`config.mk`:
```
export PLATFORM = sky130hd
export DESIGN_NAME = sbct_ratio
export DESIGN_NICKNAME = d
export VERILOG_FILES = /design/src/rtl/core/sbct_pkg.sv /design/src/rtl/core/sbct_ratio.sv
export SDC_FILE = /design/constraint.sdc
export NUM_CORES = 2
export LEC_CHECK = 0
export BUFFER_PORTS_ARGS = -buffer_cell sky130_fd_sc_hd__clkbuf_2
export CORE_MARGIN = 2
export CORE_UTILIZATION = 35
export DETAILED_ROUTE_END_ITERATION = 10
export PLACE_DENSITY_LB_ADDON = 0.05
export SYNTH_ARGS = -nofsm -noshare
export SYNTH_HDL_FRONTEND = slang
export SYNTH_SLANG_ARGS = --single-unit
```
`constraint.sdc`:
```
create_clock -name clk -period 4.1 [get_ports clk]
set_clock_uncertainty 0.2 [all_clocks]
set_input_delay 0.82 -clock clk [delete_from_list [all_inputs] [get_ports clk]]
set_output_delay 0.82 -clock clk [all_outputs]
set_load 0.02 [all_outputs]
```
`src/rtl/core/sbct_pkg.sv`:
```
// Shared constants for the segment versus box clip test.
// No dependencies; imported by sbct_ratio, segment_box_clip_test and tb.
`timescale 1ns / 1ps
`default_nettype none
package sbct_pkg;
  localparam int COORD_BITS_DEF      = 16;
  localparam int RATIO_FRAC_BITS_DEF = 16;
  localparam int ENTRY_BITS          = 17;
endpackage
`default_nettype wire

```
`src/rtl/core/sbct_ratio.sv`:
```
// Pipelined saturating slab ratio (off * 2^F) / dir, one quotient bit per stage.
// Depends on sbct_pkg for default widths.
`timescale 1ns / 1ps
`default_nettype none
module sbct_ratio import sbct_pkg::*; #(
  parameter int C = COORD_BITS_DEF,
  parameter int F = RATIO_FRAC_BITS_DEF
) (
  input  wire                 clk,
  input  wire signed [C:0]    off,
  input  wire signed [C:0]    dir,
  output logic signed [F+2:0] ratio
);
  localparam int W  = C + F + 2;
  localparam int QW = F + 2;
  localparam logic [QW-1:0] RMAX = QW'(1) << (F + 1);

  logic [C:0] off_mag, dir_mag;
  logic       big_pre;

  assign off_mag = off[C] ? (~off + 1'b1) : off;
  assign dir_mag = dir[C] ? (~dir + 1'b1) : dir;
  // Quotient would reach four or more: it saturates anyway.
  assign big_pre = {2'b00, off_mag} >= {dir_mag, 2'b00};

  logic [W-1:0]  rem  [QW+1];
  logic [W-1:0]  den  [QW+1];
  logic [QW-1:0] quo  [QW+1];
  logic          neg  [QW+1];
  logic          zero [QW+1];
  logic          opos [QW+1];
  logic          big  [QW+1];

  always_ff @(posedge clk) begin
    rem[0]  <= {{(W-C-1){1'b0}}, off_mag} << F;
    den[0]  <= {{(W-C-1){1'b0}}, dir_mag};
    quo[0]  <= '0;
    neg[0]  <= off[C] ^ dir[C];
    zero[0] <= (dir == '0);
    opos[0] <= !off[C] && (off != '0);
    big[0]  <= big_pre;
  end

  for (genvar i = 0; i < QW; i++) begin : g_step
    localparam int K = QW - 1 - i;
    logic [W-1:0] sub;
    logic         take;
    assign sub  = den[i] << K;
    assign take = rem[i] >= sub;
    always_ff @(posedge clk) begin
      rem[i+1]  <= take ? (rem[i] - sub) : rem[i];
      den[i+1]  <= den[i];
      quo[i+1]  <= {quo[i][QW-2:0], take};
      neg[i+1]  <= neg[i];
      zero[i+1] <= zero[i];
      opos[i+1] <= opos[i];
      big[i+1]  <= big[i];
    end
  end

  logic [QW-1:0]     mag;
  logic signed [F+2:0] pos;
  assign mag = (big[QW] || quo[QW] > RMAX) ? RMAX : quo[QW];
  assign pos = $signed({1'b0, mag});

  always_ff @(posedge clk) begin
    if (zero[QW]) begin
      ratio <= opos[QW] ? $signed({1'b0, RMAX}) : -$signed({1'b0, RMAX});
    end else begin
      ratio <= neg[QW] ? -pos : pos;
    end
  end
endmodule
`default_nettype wire

```
### Word-level counts from Yosys, hierarchy flattened

Memory sizes are Yosys's and may differ from the RTL's.
Cells that the tools add are included.
W data, S select, Z words.

* magnitude comparators: 20
* bitwise logic cells: 3
* reduce and logical (&&, ||, !) cells: 5
* add/subtract/negate cells: 21
* mux-type cells: 24

Operators with widths (count)
* $ge A34 B34 Y1: 18
* $mux W34: 18
* $sub A34 B34 Y34: 18
* $mux W19: 3
* $add A17 B1 Y17 const B: 2
* $mux W17: 2
* $not A17 Y17: 2
* $ge A17 B19 Y1: 1
* $neg A18 Y19: 1
* $gt A18 B18 Y1 const B: 1
* $mux W18: 1
* $logic_not A17 Y1: 1
* $reduce_bool A17 Y1: 1
* $logic_and A1 B1 Y1: 1
* $logic_not A1 Y1: 1
* $logic_or A1 B1 Y1: 1
* $xor A1 B1 Y1: 1

* memories: 7
* bits in registers: 19
* output and inout port bits: 19
* bits in writable memories: 1710
* logic and storage cells: 81
* input port bits: 35

Memory list
* den: words 19, width 34, rd ports 18, clocked after Yosys merged registers in 0, wr ports 19, RTL line sbct_ratio.sv:27 `logic [W-1:0] den [QW+1];`
* rem: words 19, width 34, rd ports 18, clocked after Yosys merged registers in 0, wr ports 19, RTL line sbct_ratio.sv:26 `logic [W-1:0] rem [QW+1];`
* quo: words 19, width 18, rd ports 19, clocked after Yosys merged registers in 0, wr ports 19, RTL line sbct_ratio.sv:28 `logic [QW-1:0] quo [QW+1];`
* big: words 19, width 1, rd ports 19, clocked after Yosys merged registers in 0, wr ports 19, RTL line sbct_ratio.sv:32 `logic big [QW+1];`
* neg: words 19, width 1, rd ports 19, clocked after Yosys merged registers in 0, wr ports 19, RTL line sbct_ratio.sv:29 `logic neg [QW+1];`
* opos: words 19, width 1, rd ports 19, clocked after Yosys merged registers in 0, wr ports 19, RTL line sbct_ratio.sv:31 `logic opos [QW+1];`
* 1 more memories

### Logic depth before layout (Yosys ltp)

An unclocked memory read counts as a cell.

* depth in word-level cells: 7
* gate-level depth with buffers: 15

### Least setup slack after synthesis

Ideal clock, no wire load.

* kind: input-to-reg
* from: input off[1]
* to: memory big[0]
* cell stages on the path: 13
* setup slack: 0.566 ns
* setup time: 0.123 ns
* arrival: 3.211 ns
* cell sequence: inv_1 -> nand2_1 -> or4_1 -> or2_2 -> o41ai_1 -> xnor2_1 -> ha_1 -> a21oi_1 -> o21ai_0 -> a2111oi_0 -> o21ai_0 -> o21ai_0 -> a31oi_1

RTL lines
* start: declaration: RTL line sbct_ratio.sv:10 `input wire signed [C:0] off,`
* end: declaration: RTL line sbct_ratio.sv:32

==> out/qor.txt <==
Async set or reset register ratio after synthesis: 0
Number of fillers in the final layout: 12000
Startpoint of the tightest hold check path: dir[0]
Maximum root-to-sink buffer count: 3
Detailed-route via count: 29000
Count of mapped cells out of synthesis: 4392
Count of cells along the worst hold path: 1
Top Metal Used: met4
Cells after DPL: 6040
Cell Rows: 127
Number of buffers created by CTS: 113
Warnings, synthesis: 0
Count of boundary I/O pins: 54
Status: finished clean
Endpoint of the worst hold path: den[0][0]
Number of max-slew violations in the final report: 0
Max stage delay on crit path: 530 ps
Highest achievable clock rate: 256 MHz
Port Buf Inserts: 53
Buf/Inv on CP: 3
Number of global-route vias before repair: 29000
Combinational power share: 0.383
Primary FF master, synth: sky130_fd_sc_hd__dfxtp_1
Clock H-tree levels: 3
Average wire length per cell after detail routing: 16.0 µm
Min Clock Period, post-route: 3900 ps
Total standard cell area after synthesis: 0.0422 mm²
Number of flip-flops and latches in the synthesized netlist: 1015
Total nets after synthesis: 4766
Initial core utilization: 0.352
Detailed Route WL: 100000 µm
Clock transition time at the flip-flop clock pins of the worst setup and hold paths: 60 ps
Ratio of cells with drive above 1 in the final layout: 0.0894
Net Switching: 0.0150 W
Worst Reg-to-Reg Cells: 11
Leading post-synthesis cells by instance count: 1015 x sky130_fd_sc_hd__dfxtp_1, 417 x sky130_fd_sc_hd__inv_1, 322 x sky130_fd_sc_hd__ha_1
Register share of total power: 0.362
Cell types with the largest area share after synthesis: sky130_fd_sc_hd__dfxtp_1 48%, sky130_fd_sc_hd__ha_1 9.5%, sky130_fd_sc_hd__xnor2_1 4.0%
Remaining antenna violation count after routing: 0
Worst flop-to-flop path endpoint: rem[2][26]
TritonCTS clock tree: done
Crit path kind: primary input to register
Reg-to-reg critical path startpoint: den[1][3]
Number of DRC violations after detailed-routing iteration 0: 1574
Share of synthesized area occupied by flip-flops and latches: 0.481
Post-Route M1 WL: 49000 µm
Horizontal die dimension: 351 µm
P_int: 0.0267 W
Remaining Overflow, GRT: 0
Tcrit/Tclk final: 0.951
Clock share of power: 0.256
Final GP Congestion: 0.814
Crit-path most repeated cell: sky130_fd_sc_hd__o21ai_0
Latest clock arrival within the worst-skew pair: 710 ps
Number of library cell types mapped by synthesis: 95
Final routed DRC violation total: 0
Nets: 4918
Worst endpoint required time: 4470 ps
Post-layout instance count excluding filler cells: 6256
Critical path launch point type: primary input
Maximum Capacitance Violations: 0
Leakage power summed over all cells: 21.4 nW
Pin count of the biggest net entering global routing: 35
Crit-path cells: dlygate4sd3_1, clkbuf_2, inv_1, nand2_1, or4_1, or2_2, o41ai_1, xnor2_1, ha_1, a21oi_1, o21ai_0, a2111oi_0, o21ai_0, o21ai_0, a31oi_1
Crit path max-delay family: compound AO/OA/AOI/OAI gates
First-pass GRT wire length: 160000 µm
Post-detailed-placement half-perimeter wirelength: 79100 µm
Post-synthesis to final-layout area growth: 15.3%
DR WL met2: 45600 µm
# setup viols final: 0
Total count of hold-check failures in the final report: 0
Maximum net fanout on the critical path: 3
Root buffer cell: sky130_fd_sc_hd__clkbuf_16
Peak supply drop: 0.386 mV
Critical Path Slowest Stage Cell: sky130_fd_sc_hd__dlygate4sd3_1
Std-Cell Core Area: 0.120 mm²
Global router's overall resource usage: 0.164
Worst setup EP type: register
Cell with the most instances after synthesis: sky130_fd_sc_hd__dfxtp_1
Average cell area after synthesis: 9.61 µm²
Number of iterations in the first detailed-routing pass: 5
Cell taking the most area after synthesis: sky130_fd_sc_hd__dfxtp_1
Detailed-routed wire length on met3: 2820 µm
Top-area cell type share of the netlist area: 0.481
Count of flip-flops with a built-in enable after synthesis: 0
Switching share of power: 0.360
Routed vias/inst: 4.64
Flop-to-flop setup slack: 420 ps
Y dimension of the die: 351 µm
Power Dens Cells: 857 mW/mm²
Arrival @ worst endpoint: 4270 ps
Worst slew slack as a fraction of its limit: 0.492
Unrepaired setup endpoints after global routing: no
Clock tree sinks: 1015
Die Area: 0.123 mm²
Worst min path class: primary input to register
Number of antenna violations at the first check in global routing: 4
Setup tns final: 0 ps
Transition time at the pin with the least slew margin: 760 ps
cell usage in the layout (no fill, tap or decap), types with 17 or more instances in the layout:
cell and n:
sky130_fd_sc_hd__nand2_1 309, sky130_fd_sc_hd__clkbuf_8 21, sky130_fd_sc_hd__mux2_2 71, sky130_fd_sc_hd__xor2_1 178, sky130_fd_sc_hd__clkinv_2 21, sky130_fd_sc_hd__nand4_1 32, sky130_fd_sc_hd__a21oi_1 283, sky130_fd_sc_hd__fa_1 17
sky130_fd_sc_hd__nand3_1 80, sky130_fd_sc_hd__o31ai_1 32, sky130_fd_sc_hd__o21a_1 40, sky130_fd_sc_hd__clkbuf_1 22, sky130_fd_sc_hd__or3_1 50, sky130_fd_sc_hd__xnor2_1 194, sky130_fd_sc_hd__nor4_1 40, sky130_fd_sc_hd__dfxtp_1 1015
sky130_fd_sc_hd__a211oi_1 30, sky130_fd_sc_hd__inv_1 417, sky130_fd_sc_hd__nor2_1 306, sky130_fd_sc_hd__a21o_1 102, sky130_fd_sc_hd__and3_1 20, sky130_fd_sc_hd__or4_1 20, sky130_fd_sc_hd__clkbuf_16 114, sky130_fd_sc_hd__and2_1 22
sky130_fd_sc_hd__buf_4 44, sky130_fd_sc_hd__or2_2 17, sky130_fd_sc_hd__o21ai_0 276, sky130_fd_sc_hd__nor2b_1 44, sky130_fd_sc_hd__o21bai_1 22, sky130_fd_sc_hd__ha_1 322, sky130_fd_sc_hd__a31oi_1 24, sky130_fd_sc_hd__nor3_1 91
sky130_fd_sc_hd__clkbuf_2 53, sky130_fd_sc_hd__a21boi_0 18, sky130_fd_sc_hd__nand2b_1 68
worst register-to-register path, delay by kind of cell, from the launching register on:
| family | cells | cell delay [ps] |
|---|---|---|
| simple gates | 1 | 640 |
| compound gates | 7 | 1680 |
| fa+ha+maj | 1 | 340 |
| buf+inv | 1 | 40 |
| flops | 1 | 320 |
| mux | 1 | 360 |
power by group through the flow:
stage / combinational [W] / clock [W] / sequential [W]
2_1_floorplan: 0.0125 / 0 / 0.0144
3_3_place_gp: 0.0160 / 0 / 0.0154
3_5_place_dp: 0.0160 / 0 / 0.0154
4_1_cts: 0.0161 / 0.0110 / 0.0152
5_1_grt: 0.0181 / 0.0115 / 0.0154
6_report: 0.0160 / 0.0107 / 0.0151
flip-flops by register name, indices dropped and copies added (netlist names):
| name | flops |
|---|---|
| den | 306 |
| zero | 19 |
| big | 19 |
| rem | 443 |
| ratio | 19 |
| quo | 171 |
| neg | 19 |
| opos | 19 |
through the flow:
step                       util  instance area [µm²]  worst slack [ps]  hold slack [ps]  total power (W)
final                     0.406                48700               200             86.8           0.0417
after global routing      0.406                48700               134             37.5           0.0450
after CTS                 0.406                48700               324             23.7           0.0423
after detailed placement  0.373                44600               112              112           0.0313
after global placement    0.373                44600              69.6              110           0.0314
after floorplan               -                42200               566              110           0.0269
how the worst max path moves through the flow:
stage,from,endpoint,slack [ps],cells after the start
2_1_floorplan,off[1],big[0],570,13
3_3_place_gp,off[0],big[0],70,14
3_5_place_dp,off[0],big[0],110,14
4_1_cts,off[0],big[0],320,15
5_1_grt,den[6][4],rem[7][13],130,12
6_report,off[0],big[0],200,15
repair_timing:
item / 4_1_cts / 5_1_grt
hold endpoints to repair: 1 / 0
buffers inserted: 0 / 0
hold buffers: 1 / 0
gates resized for setup: 0 / 1
setup endpoints to repair: 0 / 8
cell families after synthesis:
| logic type | Yosys count | synth area share |
|---|---|---|
| compound gates | 953 | 0.140 |
| xor+xnor | 372 | 0.0772 |
| mux | 79 | 0.0209 |
| flops | 1015 | 0.481 |
| simple gates | 1152 | 0.133 |
| buf+inv | 482 | 0.0439 |
| fa+ha+maj | 339 | 0.103 |
metal layers:
metal	vias up	track usage
met5	-	0
li1	15400	-
met4	0	0.0484
met3	138	0.0264
met1	13200	0.218
met2	336	0.271
layout make-up:
| type | count | area, µm² | area share |
|---|---|---|---|
| Tap cell | 1612 | 2020 | 0.0414 |
| Timing Repair Buffer | 99 | 626 | 0.0129 |
| Clock buffer | 157 | 3220 | 0.0662 |
| Multi-Input combinational cell | 2895 | 20100 | 0.413 |
| Antenna cell | 4 | 10.0 | 0.000206 |
| Inverter | 420 | 1580 | 0.0324 |
| Clock inverter | 54 | 800 | 0.0164 |
| Sequential cell | 1015 | 20300 | 0.417 |
Power figures use the tool's default switching activity.
